==> config.mk <==
export PLATFORM = sky130hd
export DESIGN_NAME = mlfe_div
export DESIGN_NICKNAME = d
export VERILOG_FILES = /design/src/hdl/assert_macros.svh /design/src/hdl/mlfe_pkg.sv /design/src/hdl/mlfe_div.sv
export SDC_FILE = /design/constraint.sdc
export NUM_CORES = 1
export LEC_CHECK = 0
export BUFFER_PORTS_ARGS = -buffer_cell sky130_fd_sc_hd__buf_2
export CELL_PAD_IN_SITES_DETAIL_PLACEMENT = 0
export CELL_PAD_IN_SITES_GLOBAL_PLACEMENT = 1
export CORE_AREA = 2 2 99 101
export CTS_BUF_LIST = sky130_fd_sc_hd__clkbuf_8
export DETAILED_ROUTE_END_ITERATION = 8
export DIE_AREA = 0 0 101 103
export GPL_TIMING_DRIVEN = 0
export PLACE_DENSITY = 0.83
export SYNTH_ARGS = -nofsm -noshare
export SYNTH_HDL_FRONTEND = slang
export SYNTH_SLANG_ARGS = --single-unit
==> constraint.sdc <==
create_clock -name aclk -period 2.6 [get_ports aclk]
set_clock_uncertainty 0.1 [all_clocks]
set_input_delay 0.26 -clock aclk [delete_from_list [all_inputs] [get_ports aclk]]
set_output_delay 0.26 -clock aclk [all_outputs]
set_load 0.01 [all_outputs]
==> src/hdl/assert_macros.svh <==
// assertion helper macros for the led fade engine
// no dependencies; included by files that carry concurrent checks
`ifndef ASSERT_MACROS_SVH
`define ASSERT_MACROS_SVH

// same-cycle implication under synchronous active-low reset
`define ASSERT_IMPLIES(name, clk, rstn, ante, cons) \
    name: assert property (@(posedge clk) disable iff (!(rstn)) (ante) |-> (cons)) \
        else $error("implication check failed");

// next-cycle implication under synchronous active-low reset
`define ASSERT_NEXT(name, clk, rstn, ante, cons) \
    name: assert property (@(posedge clk) disable iff (!(rstn)) (ante) |=> (cons)) \
        else $error("next-cycle check failed");

`endif

==> src/hdl/mlfe_pkg.sv <==
// shared types and constants of the led fade engine
// no dependencies; imported by every module of the block
`default_nettype none

package mlfe_pkg;

    localparam int PWM_BITS = 12;
    localparam int FADE_W   = 16;
    localparam int LEVEL_W  = 7;
    localparam int CHAN_W   = 10;
    localparam int TIME_W   = 32;
    localparam int PROD_W   = FADE_W + PWM_BITS;

    localparam logic [PWM_BITS-1:0] PWM_MAX    = PWM_BITS'((1 << PWM_BITS) - 1);
    localparam logic [FADE_W-1:0]   FADE_RESET = 16'd1000;
    localparam logic [LEVEL_W-1:0]  LEVEL_FULL = 7'd100;

    typedef enum logic [2:0] {
        MODE_TICK    = 3'd0,
        MODE_SET     = 3'd1,
        MODE_ON      = 3'd2,
        MODE_OFF     = 3'd3,
        MODE_REFRESH = 3'd4
    } mode_t;

    typedef struct packed {
        logic [2:0]        mode;
        logic [CHAN_W-1:0] channel;
        logic [LEVEL_W-1:0] brightness;
        logic [FADE_W-1:0] fade_ms;
        logic              use_default_fade;
    } in_beat_t;

    typedef struct packed {
        logic [CHAN_W-1:0]   out_channel;
        logic [PWM_BITS-1:0] pwm_value;
        logic                pwm_changed;
        logic                fade_done;
        logic [LEVEL_W-1:0]  level_percent;
        logic                is_on;
    } out_beat_t;

    typedef struct packed {
        logic [PWM_BITS-1:0] start_level;
        logic [PWM_BITS-1:0] current_level;
        logic [PWM_BITS-1:0] target_level;
        logic [TIME_W-1:0]   fade_start_time;
        logic [FADE_W-1:0]   fade_length;
        logic [LEVEL_W-1:0]  remembered_level;
    } chan_entry_t;

endpackage

`default_nettype wire

==> src/hdl/mlfe_div.sv <==
// bit-serial restoring divider, one quotient bit per cycle
// depends on mlfe_pkg for dividend and divisor widths
`default_nettype none

module mlfe_div (
    input  wire logic                        aclk,
    input  wire logic                        aresetn,
    input  wire logic                        start,
    input  wire logic [mlfe_pkg::PROD_W-1:0] dividend,
    input  wire logic [mlfe_pkg::FADE_W-1:0] divisor,
    output logic                             busy,
    output logic [mlfe_pkg::PROD_W-1:0]      quotient
);
    import mlfe_pkg::*;

    localparam int CNT_W = $clog2(PROD_W + 1);

    logic [FADE_W-1:0] div_reg;
    logic [FADE_W-1:0] rem_reg, rem_next;
    logic [PROD_W-1:0] quo_reg, quo_next;
    logic [CNT_W-1:0]  cnt_reg;
    logic              busy_reg;
    logic [FADE_W:0]   shifted;
    logic              q_bit;

    always_comb begin
        shifted = {rem_reg, quo_reg[PROD_W-1]};
        q_bit   = (shifted >= {1'b0, div_reg});
        rem_next = q_bit ? FADE_W'(shifted - {1'b0, div_reg}) : shifted[FADE_W-1:0];
        quo_next = {quo_reg[PROD_W-2:0], q_bit};
    end

    always_ff @(posedge aclk) begin
        if (!aresetn) begin
            busy_reg <= 1'b0;
            cnt_reg  <= '0;
        end else if (start) begin
            busy_reg <= 1'b1;
            cnt_reg  <= CNT_W'(PROD_W);
        end else if (busy_reg) begin
            cnt_reg <= cnt_reg - 1'b1;
            if (cnt_reg == CNT_W'(1)) begin
                busy_reg <= 1'b0;
            end
        end
    end

    always_ff @(posedge aclk) begin
        if (start) begin
            div_reg <= divisor;
            rem_reg <= '0;
            quo_reg <= dividend;
        end else if (busy_reg) begin
            rem_reg <= rem_next;
            quo_reg <= quo_next;
        end
    end

    assign busy     = busy_reg;
    assign quotient = quo_reg;

endmodule

`default_nettype wire

# Yosys cells after proc, flatten, opt, wreduce, memory -nomap -nowiden
# Cells that the tools add are included.
# totals
ff_bits	66
wordCells	21
# op_classes
addsub	2
n_lt_le_gt_ge	1
n_eq_ne	1
n_mux	8
bitwise	1
n_reduce_logical	2
# op_table
operator	count
2-to-1 mux 28 bit	2
>= comparator 17 x 16 -> 1 bit	1
2-to-1 mux 16 bit	1
subtractor 16 bit	1
2-to-1 mux 5 bit	2
== test 5 x 1 -> 1 bit, second input constant	1
subtractor 5 x 1 -> 5 bit, second input constant	1
2-to-1 mux 1 bit	3
nonzero test 2 bit	1
OR reduction 2 bit	1
NOT 1 bit	1

# Depth between registers and ports, before layout
# depth
depth_word	4
ltp_mapped	10

# Least setup slack after synthesis
# No wires, ideal clock.
# synth_timing
kind	register -> register
from	register div_reg[9]
to	register rem_reg[14]
t_arrival_ns	2.287
slack_ns	0.091
stages_incl_launch_ff	11
synth_period_minus_slack_ns	2.509
path_cell_list	edfxtp_1 -> inv_1 -> ha_1 -> buf_2 -> nand4_1 -> or4_1 -> and4_4 -> a31oi_4 -> buf_6 -> nor3_1 -> a311o_1
# synth_between
elab_chain_cells	2
word_cells_on_any_way	3
cone_classes	add/sub: 1; order compare: 1; mux: 1
# synth_rtl
element	line_no	source
start, declared	mlfe_div.sv:18	logic [FADE_W-1:0] div_reg;
start signal, assigned	mlfe_div.sv:50	div_reg <= divisor;
subtractor 16 bit or >= comparator 17 x 16 -> 1 bit (tied branches)	mlfe_div.sv:29, mlfe_div.sv:28	
2-to-1 mux 16 bit (*)	mlfe_div.sv:29	rem_next = q_bit ? FADE_W'(shifted - {1'b0, div_reg}) : shifted[FADE_W-1:0];
end signal, assigned	mlfe_div.sv:54	rem_reg <= rem_next;
end, declared	mlfe_div.sv:19	logic [FADE_W-1:0] rem_reg, rem_next;
# Every way passes the cells marked *; elsewhere a longest branch is shown, timed or not.
# A chain may end at the register's enable or synchronous reset.

# Final worst setup path
# layout_timing
from	register div_reg[8]
to	register rem_reg[2]
# layout_between
elab_chain_cells	2
# layout_rtl
element	line_no	source
>= comparator 17 x 16 -> 1 bit	mlfe_div.sv:28	q_bit = (shifted >= {1'b0, div_reg});
2-to-1 mux 16 bit	mlfe_div.sv:29	
# No other way between the ends.

==> metrics.md <==
| Metric | Value |
|---|---|
| Via density | 5.35 |
| Period minus WS final | 2.63 ns |
| CTS tree | yes |
| Worst VDD drop | 0.000374 V |
| Fin crit share | 101% |
| Placed insts | 533 |
| DRC | 0 |
| CP arrival | 2.75 ns |
| Max reg flops | 28 |
| Power per cell area | 618 nW/um^2 |
| Ant. Diodes | 0 |
| Critical path class | reg -> reg |
| YS warnings | 0 |
| Finished Layout Cells | 570 |
| Final setup viols | 2 |
| Synth Flop Type | edfxtp_1 |
| Num CTS Buffers | 9 |
| Dpl cell area | 4190 sq um |
| EDFF count, synth | 44 |
| Initial antenna violation count | 0 |
| First-pass iteration count of the detailed router | 4 |
| Reg clk slew, reported paths | 0.09 ns |
| Hold crit path type | in -> reg |
| Tightest Pin Transition | 0.732 ns |
| Die area | 10400 sq um |
| RR Endpoint | rem_reg[2] |
| FP Rows | 36 |
| Layout Nets | 517 |
| Max Cap Viol | 0 |
| Root buf cell | clkbuf_8 |
| Asr flop ratio synth | 0% |
| Finished Cell Area | 4810 sq um |
| Die Span Y | 103 um |
| Fraction of layout instances using a drive strength above 1 | 36.2% |
| Total Power | 0.00297 W |
| Syn_area_per_cell | 10.7 sq um |
| Failing checks | negative setup slack |
| R2R Setup Slk | -0.03 ns |
| Max frequency | 0.380 GHz |
| Uppermost routed layer | met4 |
| I/O Buffers | 75 |
| RSZ-0062 raised after global routing | true |
| Post-route ant nets | 0 |
| Wl on met1 | 4060 um |
| Mapped Cells | 344 |
| Slew Limit Headroom | 51.2% |
| Worst skew pair latency | 0.36 ns |
| Final wirelength | 8960 um |
| DR WL met2 | 4180 um |
| Core ar. | 9460 sq um |
| WL per Instance | 15.7 um |
| WP data required | 2.72 ns |
| Leak | 1.91 nW |
| Routed via count | 3049 |
| GRT Total Usage | 17.0% |
| Final hold vios | 0 |
| Outcome | finished with violations |
| Clock Path Buffers | 2 |
| Worst Setup EP | rem_reg[2] |
| Synth-to-layout area growth | 30.9% |
| Post-synthesis register bit count | 66 |
| Register area share after synthesis | 47.9% |
| H-tree levels | 3 |
| Synth Net Count | 410 |
| Chip width | 101 um |
| Worst setup margin | -0.0340 ns |
| Setup crit end kind | flop |
| Gpl congestion | 0.888 |
| Crit path launch type | flop |
| Worst Reg2Reg Path Length in Cells | 9 |
| GRT Residual Overflow | 0 |
| First-pass GRT wire length | 13800 um |
| Number of global-route vias before repair | 2905 |
| Largest net degree at the start of global routing | 29 |
| Detailed placer's ending HPWL | 6080 um |
| Yosys cell types | 54 |
| Synth Cell Area | 3680 sq um |
| Pins Over Slew Limit | 0 |
| Metal3 WL | 533 um |
| TritonCTS Sinks | 66 |
| Io pins | 76 |
| RR Startpoint | div_reg[8] |
| Critical path peak fanout | 6 |
| DRT iter0 DRCs | 130 |
| CP Launch Point | div_reg[8] |
| Starting density of the core | 38.9% |
## cells by family (layout without fill, tap and decap cells)
| family | count (synthesis) | in the layout | share of synthesized area (%) |
|---|---|---|---|
| DFF | 66 | 66 | 47.9 |
| xor gates and xnor gates | 12 | 12 | 2.86 |
| buffers and inverters | 43 | 155 | 4.87 |
| AOI/OAI and AO/OA | 78 | 78 | 15.0 |
| adders and majority gates | 19 | 19 | 6.67 |
| and+or+nand+nor | 93 | 93 | 12.8 |
| muxes | 33 | 33 | 9.94 |
## area by class of cell
cell class / instances / area [sq um]
buffer: 13 / 75.1
clock buffer: 9 / 124
clock inverter: 7 / 83.8
fill: 867 / 4650
inverter: 25 / 93.8
multi-input combinational: 235 / 1910
sequential: 66 / 1760
tap: 114 / 143
timing repair buffer: 101 / 618
## critical path: stages, from the launching register on
cell      delay, ns
edfxtp_1       0.35
inv_2          0.04
ha_4           0.29
nand4_1        0.15
or4_4          0.56
and4_4         0.17
a31oi_4        0.30
buf_8          0.18
mux2i_2        0.23
a211oi_2       0.09
## repair_timing
item                                   4_1_cts  5_1_grt
endpoints found under the hold margin       16        0
pin swaps                                   10       20
setup endpoints to repair                   16       16
resized for setup                           25       27
gates cloned                                 1        0
setup buffers                                8        2
hold buffers                                16        0
## power by group
part	switching, W	internal (W)
Combinational	0.000395	0.000360
Clock	0.000469	0.000461
Sequential	0.0000577	0.00123
## metrics by stage
stage / hold WS [ns] / setup TNS, ns / util, % / setup WS [ns]
2_1_floorplan: 0.259 / 0 / - / 0.0907
6_report: 0.0548 / -0.0459 / 50.9 / -0.0340
3_3_place_gp: 0.337 / -5.56 / 44.3 / -0.234
5_1_grt: 0.0764 / -0.813 / 50.9 / -0.122
4_1_cts: 0.0539 / 0 / 50.3 / 0.000513
3_5_place_dp: 0.338 / -6.79 / 44.3 / -0.221
## layout by cell type (no fill, tap or decap), types with 8 or more instances in the layout
cell | netlist | layout
buf_2 | 4 | 75
edfxtp_1 | 44 | 44
mux2_2 | 28 | 27
nor2_1 | 27 | 27
dfxtp_1 | 22 | 22
inv_1 | 25 | 19
nand2_1 | 19 | 19
dlygate4sd3_1 | 0 | 16
a21oi_1 | 17 | 14
nand2b_1 | 13 | 13
xnor2_1 | 9 | 9
ha_1 | 18 | 9
clkbuf_8 | 0 | 9
clkbuf_1 | 9 | 8
o21ai_0 | 10 | 8
ha_4 | 0 | 8
buf_4 | 1 | 8
## cells in the mapped netlist, types with 4 or more instances
cell      number  area [sq um]
nand3_1        8          40.0
dfxtp_1       22           440
inv_1         25          93.8
nand2_1       19          71.3
a311oi_1       5          43.8
o21ai_0       10          50.1
edfxtp_1      44          1320
a21boi_0       4          30.0
mux2i_1        5          50.1
clkbuf_1       9          33.8
nor3_1         5          25.0
xnor2_1        9          78.8
ha_1          18           225
nand2b_1      13          81.3
nor2_1        27           101
a211oi_1      10          75.1
buf_2          4          20.0
mux2_2        28           315
a21oi_1       17          85.1
nand4_1        5          31.3
## worst min-delay path by stage
stage	start	endpoint	slack, ns	depth (start not counted)
2_1_floorplan	divisor[0]	div_reg[0]	0.26	0
3_3_place_gp	divisor[9]	div_reg[9]	0.34	1
3_5_place_dp	divisor[5]	div_reg[5]	0.34	1
4_1_cts	dividend[0]	quotient[0]	0.05	3
5_1_grt	dividend[0]	quotient[0]	0.08	3
6_report	dividend[0]	quotient[0]	0.05	3
## metal layers
metal  vias to the layer above  GRT usage (%)
li1                       1485              -
met1                      1437           22.5
met2                       107           27.6
met3                        20           3.05
met4                         0           7.38
met5                         -              0
(Power assumes the default switching activity.)
