**src/hdl/assert_macros.svh**
```systemverilog
// assertion helper macros for the led fade engine
// no dependencies; included by files that carry concurrent checks
`ifndef ASSERT_MACROS_SVH
`define ASSERT_MACROS_SVH

// same-cycle implication under synchronous active-low reset
`define ASSERT_IMPLIES(name, clk, rstn, ante, cons) \
    name: assert property (@(posedge clk) disable iff (!(rstn)) (ante) |-> (cons)) \
        else $error("implication check failed");

// next-cycle implication under synchronous active-low reset
`define ASSERT_NEXT(name, clk, rstn, ante, cons) \
    name: assert property (@(posedge clk) disable iff (!(rstn)) (ante) |=> (cons)) \
        else $error("next-cycle check failed");

`endif

```
**src/hdl/mlfe_pkg.sv**
```systemverilog
// shared types and constants of the led fade engine
// no dependencies; imported by every module of the block
`default_nettype none

package mlfe_pkg;

    localparam int PWM_BITS = 12;
    localparam int FADE_W   = 16;
    localparam int LEVEL_W  = 7;
    localparam int CHAN_W   = 10;
    localparam int TIME_W   = 32;
    localparam int PROD_W   = FADE_W + PWM_BITS;

    localparam logic [PWM_BITS-1:0] PWM_MAX    = PWM_BITS'((1 << PWM_BITS) - 1);
    localparam logic [FADE_W-1:0]   FADE_RESET = 16'd1000;
    localparam logic [LEVEL_W-1:0]  LEVEL_FULL = 7'd100;

    typedef enum logic [2:0] {
        MODE_TICK    = 3'd0,
        MODE_SET     = 3'd1,
        MODE_ON      = 3'd2,
        MODE_OFF     = 3'd3,
        MODE_REFRESH = 3'd4
    } mode_t;

    typedef struct packed {
        logic [2:0]        mode;
        logic [CHAN_W-1:0] channel;
        logic [LEVEL_W-1:0] brightness;
        logic [FADE_W-1:0] fade_ms;
        logic              use_default_fade;
    } in_beat_t;

    typedef struct packed {
        logic [CHAN_W-1:0]   out_channel;
        logic [PWM_BITS-1:0] pwm_value;
        logic                pwm_changed;
        logic                fade_done;
        logic [LEVEL_W-1:0]  level_percent;
        logic                is_on;
    } out_beat_t;

    typedef struct packed {
        logic [PWM_BITS-1:0] start_level;
        logic [PWM_BITS-1:0] current_level;
        logic [PWM_BITS-1:0] target_level;
        logic [TIME_W-1:0]   fade_start_time;
        logic [FADE_W-1:0]   fade_length;
        logic [LEVEL_W-1:0]  remembered_level;
    } chan_entry_t;

endpackage

`default_nettype wire

```
**src/hdl/mlfe_mul.sv**
```systemverilog
// bit-serial shift-add multiplier, elapsed time by level difference
// depends on mlfe_pkg for operand widths
`default_nettype none

module mlfe_mul (
    input  wire logic                          aclk,
    input  wire logic                          aresetn,
    input  wire logic                          start,
    input  wire logic [mlfe_pkg::FADE_W-1:0]   op_a,
    input  wire logic [mlfe_pkg::PWM_BITS-1:0] op_b,
    output logic                               busy,
    output logic [mlfe_pkg::PROD_W-1:0]        product
);
    import mlfe_pkg::*;

    localparam int CNT_W = $clog2(PWM_BITS + 1);

    logic [FADE_W-1:0]   a_reg;
    logic [FADE_W-1:0]   hi_reg, hi_next;
    logic [PWM_BITS-1:0] lo_reg, lo_next;
    logic [CNT_W-1:0]    cnt_reg;
    logic                busy_reg;
    logic [FADE_W:0]     sum;

    // one multiplier bit per cycle, partial sum shifts right into lo
    always_comb begin
        sum = lo_reg[0] ? ({1'b0, hi_reg} + {1'b0, a_reg}) : {1'b0, hi_reg};
        hi_next = sum[FADE_W:1];
        lo_next = {sum[0], lo_reg[PWM_BITS-1:1]};
    end

    always_ff @(posedge aclk) begin
        if (!aresetn) begin
            busy_reg <= 1'b0;
            cnt_reg  <= '0;
        end else if (start) begin
            busy_reg <= 1'b1;
            cnt_reg  <= CNT_W'(PWM_BITS);
        end else if (busy_reg) begin
            cnt_reg <= cnt_reg - 1'b1;
            if (cnt_reg == CNT_W'(1)) begin
                busy_reg <= 1'b0;
            end
        end
    end

    always_ff @(posedge aclk) begin
        if (start) begin
            a_reg  <= op_a;
            hi_reg <= '0;
            lo_reg <= op_b;
        end else if (busy_reg) begin
            hi_reg <= hi_next;
            lo_reg <= lo_next;
        end
    end

    assign busy    = busy_reg;
    assign product = {hi_reg, lo_reg};

endmodule

`default_nettype wire

```
**config.mk**
```make
export PLATFORM = sky130hd
export DESIGN_NAME = mlfe_mul
export DESIGN_NICKNAME = d
export VERILOG_FILES = /design/src/hdl/assert_macros.svh /design/src/hdl/mlfe_pkg.sv /design/src/hdl/mlfe_mul.sv
export SDC_FILE = /design/constraint.sdc
export NUM_CORES = 1
export LEC_CHECK = 0
export BUFFER_PORTS_ARGS = -buffer_cell sky130_fd_sc_hd__buf_2
export CAP_MARGIN = 20
export CORE_MARGIN = 2
export CORE_UTILIZATION = 30
export DETAILED_ROUTE_END_ITERATION = 6
export HOLD_SLACK_MARGIN = 0.05
export PLACE_DENSITY = 0.58
export SLEW_MARGIN = 20
export SYNTH_ARGS = -nofsm -noshare
export SYNTH_HDL_FRONTEND = slang
export SYNTH_SLANG_ARGS = --single-unit
export TNS_END_PERCENT = 100
```
**constraint.sdc**
```tcl
create_clock -name aclk -period 3.8 [get_ports aclk]
set_input_delay 0.76 -clock aclk [delete_from_list [all_inputs] [get_ports aclk]]
set_output_delay 0.76 -clock aclk [all_outputs]
set_load 0.02 [all_outputs]
```
After elaboration in Yosys (flattened, before gate mapping)

Index checks and enable logic that the tools add are counted.

Input bits: 31
Register bits after elaboration: 49
Word-level logic and storage cells: 20
Output and inout bits: 29

Equality and inequality tests: 1
Reduce and logical (&&, ||, !) cells: 2
Add/sub/neg operators: 2
Bitwise logic cells: 1
Mux-type cells: 8

Operator list:

| kind                | number |
|---|---|
| $mux 12             | 2 |
| $add 16x16->17      | 1 |
| $mux 17             | 1 |
| $mux 4              | 2 |
| $eq 4x1->1 const B  | 1 |
| $sub 4x1->4 const B | 1 |
| $mux 1              | 3 |
| $reduce_bool 2->1   | 1 |
| $reduce_or 2->1     | 1 |
| $not 1->1           | 1 |

Longest topological paths before layout

Depth in word-level cells: 4
Depth in mapped cells: 7
Gate-level depth less buffers: 7

Worst setup path before layout

OpenSTA, ideal clock, no wires.

Path type: flip-flop to flip-flop
From: register hi_reg[0]
To: register hi_reg[15]
Slack: 1,594 ps
Arrival: 2,084 ps
Period minus slack after synthesis: 2,206 ps
Buffers on the path: 0
Required time: 3,678 ps
Setup time: 122 ps
Cell stages (with the launch flop): 8
Cell sequence: dfxtp_1 -> ha_1 -> fa_1 -> a21o_1 -> a221oi_4 -> nor2_2 -> o21a_1 -> a221o_1

Cells in the longest elaborated chain, start to end: 2

Ends and longest elaborated chain:

| item                   | line           | source |
|---|---|---|
| from (decl)            | mlfe_mul.sv:19 | `logic [FADE_W-1:0] hi_reg, hi_next;` |
| from (signal assigned) | mlfe_mul.sv:53 | `hi_reg <= hi_next;` |
| $add 16x16->17         | mlfe_mul.sv:27 | `sum = lo_reg[0] ? ({1'b0, hi_reg} + {1'b0, a_reg}) : {1'b0, hi_reg};` |
| $mux 17                | mlfe_mul.sv:27 |  |

No other way between the ends.
A chain may end at the register's enable or synchronous reset.

Worst setup path after layout

From: register lo_reg[0]
To: register hi_reg[14]

Cells in the longest elaborated chain, start to end: 1

Ends and longest elaborated chain:

| item                   | line           | source |
|---|---|---|
| from (decl)            | mlfe_mul.sv:20 | `logic [PWM_BITS-1:0] lo_reg, lo_next;` |
| from (signal assigned) | mlfe_mul.sv:51 | `lo_reg <= op_b;` |
| from (signal assigned) | mlfe_mul.sv:54 | `lo_reg <= lo_next;` |
| $mux 17                | mlfe_mul.sv:27 |  |

No other way between the ends.

==> qor.csv <==
stage,metric,value,unit
sta,crit share post-route,62.9,%
logic_synthesis,sequential share of the synthesized area,45.8,%
logic_synthesis,Yosys Warn Count,0,
power,Flop pwr share,45.3,%
logic_synthesis,post-synth top area share,30.6,%
logic_synthesis,Mapped Cells,265,
worst_setup_path,Setup crit start,lo_reg[0],
floorplan,die width,99.8,um
logic_synthesis,Cell variety after synth,51,
grt,Congestion Overflow GR,0,
grt,GRT Total Usage,13.0,%
placement,routability cong.,0.843,
grt,vias in the first global route,2065,
sta,final clock skew,0.0101,ns
worst_setup_path,Startpoint Class,flip-flop,
grt,first-pass GRT wire length,10400,um
clocking,"Reg clk slew, reported paths",0.10,ns
floorplan,die area,9950,um^2
clocking,htree depth,2,
sta,fin crit period,2.39,ns
power,Comb pwr share,23.5,%
worst_setup_path,Required @ worst endpoint,4.05,ns
power,clock share of power,31.2,%
detailed_routing,vias per cell,5.14,
logic_synthesis,"EDFF count, synth",28,
power,LEAKAGE,1.37,nW
worst_setup_path,slowest cell on the critical path,edfxtp_1,
detailed_routing,Via Count,2217,
clocking,Post CTS Setup Buffer Count,0,
detailed_routing,drt wl/cell,15.2,um
power,Net Switching,0.426,mW
layout,layout cells sized above 1,26.9,%
layout,Fill cells,890,
clocking,Longest Clk Path Bufs,2,
layout,fin nets,372,
worst_setup_path,Crit path top cell by count,nand3_1,
detailed_routing,initial DRC count,98,
sta,Max Slew Vio Count,0,
detailed_routing,Post-Route WL,6550,um
detailed_routing,"antenna viol nets, final",0,
floorplan,Core ar.,8810,um^2
clocking,TritonCTS clock tree,built,
logic_synthesis,Async SR Flop Fraction,0,%
floorplan,Initial Util,31.2,%
hold_path,worst hold path stage count,2,
layout,Multi-input gate area,1400,um^2
grt,antenna violations before repair,0,
sta,RSZ-0062 raised after global routing,no,
hold_path,hold endpoint,cnt_reg[1],
placement,DP Wirelength,4720,um
clocking,CTS root buffer,clkbuf_8,
worst_setup_path,WP data arrival,2.64,ns
logic_synthesis,top post-synthesis cells by area,"edfxtp_1 31%, dfxtp_1 15%, ha_1 8.2%, mux2_2 4.5%, a21oi_1 4.2%",
status,outcome,"complete, no violations",
logic_synthesis,cell taking the most area after synthesis,edfxtp_1,
floorplan,site row count,34,
logic_synthesis,Avg Inst Size Synth,10.4,um^2
hold_path,hold crit path type,flip-flop to flip-flop,
layout,most frequent cells in the layout,"59 x buf_2, 28 x edfxtp_1, 23 x a21oi_1",
detailed_routing,Pre-Repair DR Iteration Count,4,
worst_setup_path,crit path cell chain,"nand2_1, nor2_1, nand3_1, or4_1, nand3_1",
sta,setup tns final,0,ns
grt,largest net degree at the start of global routing,35,
power,internal cell power,1.02,mW
floorplan,Die Y,99.8,um
floorplan,# IOs,60,
power,switching share of power,29.5,%
worst_setup_path,RR Endpoint,hi_reg[14],
worst_setup_path,R2R Path Start,lo_reg[0],
clocking,clk_lat worst skew,0.31,ns
worst_setup_path,crit end category,flip-flop,
placement,Port-buffer cells,59,
clocking,clock net sink count,49,
worst_setup_path,Crit Path Class,flip-flop to flip-flop,
job,maxcap violations,0,
sta,hold slack,0.508,ns
worst_setup_path,Worst R2R Path Depth,5,
layout,n_diodes,0,
sta,max_slew headroom,38.8,%
clocking,CTS buffer count,5,
clocking,post-CTS sizing,0,
sta,Tightest Pin Transition,0.919,ns
worst_setup_path,max incr delay on CP,0.96,ns
worst_setup_path,R2R setup slack,1.41,ns
logic_synthesis,"Cell Area, Synth",2750,um^2
layout,register area,1260,um^2
layout,"most common cell after layout, fill and taps aside",buf_2,
worst_setup_path,Levels on crit path,5,
logic_synthesis,"Top FF cell, synth",edfxtp_1,
layout,Synth-to-Final Area Change,19.5,%
sta,final setup fails,0,
clocking,Hold Buf Count CTS,0,
power,PD cells,439,nW/um^2
worst_setup_path,WP buf/inv,0,
hold_path,hold_sp,cnt_reg[1],
detailed_routing,Post-route DRC,0,
logic_synthesis,"flops & latches, synth",49,
power,worst vdd ir,0.000219,V
worst_setup_path,critical-path maximum fanout,21,
sta,Peak Freq,418,MHz
sta,final hold violation count,0,
worst_setup_path,top cell family by delay on the critical path,simple AND/OR/NAND/NOR gates,
logic_synthesis,syn_nets,315,
-- power by group through the flow --
stage	Sequential [mW]	Combinational (mW)	Clock, mW
final	0.653	0.340	0.450
after global routing	0.661	0.375	0.477
after CTS	0.655	0.340	0.463
after detailed placement	0.667	0.337	0
after global placement	0.666	0.334	0
after floorplan	0.688	0.215	0
-- cells by family (layout without fill, tap and decap cells) --
logic type / after synthesis / count (layout) / share of synthesized area [%]
AND/OR/NAND/NOR: 77 / 77 / 13.6
AO/OA/AOI/OAI: 74 / 74 / 19.5
flip-flops: 49 / 49 / 45.8
buffers and inverters: 22 / 80 / 3.23
adder cells (fa/ha/maj): 19 / 19 / 8.91
multiplexers: 16 / 16 / 6.32
XOR/XNOR: 8 / 8 / 2.55
-- through the flow --
stage | std cells | total power [mW] | setup slack (ns) | area, um^2 | util (%)
2_1_floorplan | 265 | 0.903 | 1.59 | 2750 | -
3_3_place_gp | 423 | 1.00 | 1.32 | 3150 | 35.8
3_5_place_dp | 423 | 1.00 | 1.24 | 3150 | 35.8
4_1_cts | 431 | 1.46 | 1.44 | 3290 | 37.3
5_1_grt | 431 | 1.51 | 1.23 | 3290 | 37.3
6_report | 431 | 1.44 | 1.41 | 3290 | 37.3
-- cell usage after synthesis (2+ instances only) --
cell       number
nor2b_1         2
a311oi_1        2
buf_2           2
o2111ai_1       2
o31ai_1         2
edfxtp_1       28
mux2_2         11
o21a_1          7
a21o_1          5
nor4_1          3
o31a_1          2
xnor2_1         6
inv_1          11
o211ai_1        2
or4_1           2
o21bai_1        3
o32a_1          2
xor2_1          2
nand4_1         2
mux2i_1         5
nor3_1          6
a21oi_1        23
nand2_1        19
o21ai_0         5
nand3_1         8
nor2_1         22
nand2b_1        2
a31oi_1         2
o221ai_1        3
or3_1           4
a211oi_1        6
ha_1           18
dfxtp_1        21
clkbuf_1        8
-- routing by layer --
layer	share of wire, %	track usage (%)	up-vias
met4	0.63	2.85	0
met3	6.0	2.95	4
met5	0	0	-
li1	-	-	1118
met2	42	19.6	71
met1	51	19.1	1024
-- worst max path at each step --
stage / to
6_report: hi_reg[14]
5_1_grt: hi_reg[14]
4_1_cts: hi_reg[14]
3_5_place_dp: lo_reg[3]
3_3_place_gp: lo_reg[8]
2_1_floorplan: hi_reg[15]
-- tightest hold or removal path: stages, from the launching register on --
cell      delay (ns)
dfxtp_1         0.34
nor2_1          0.08
a211oi_1        0.05
-- area by class of cell --
class,instances,share of cell area [%]
clock inverters,3,2.09
repair buffers,61,9.44
clock buffers,5,2.09
inverters,11,1.26
flip-flops and latches,49,38.4
well taps,108,4.11
multi-input cells,194,42.6
(Power assumes the default switching activity.)
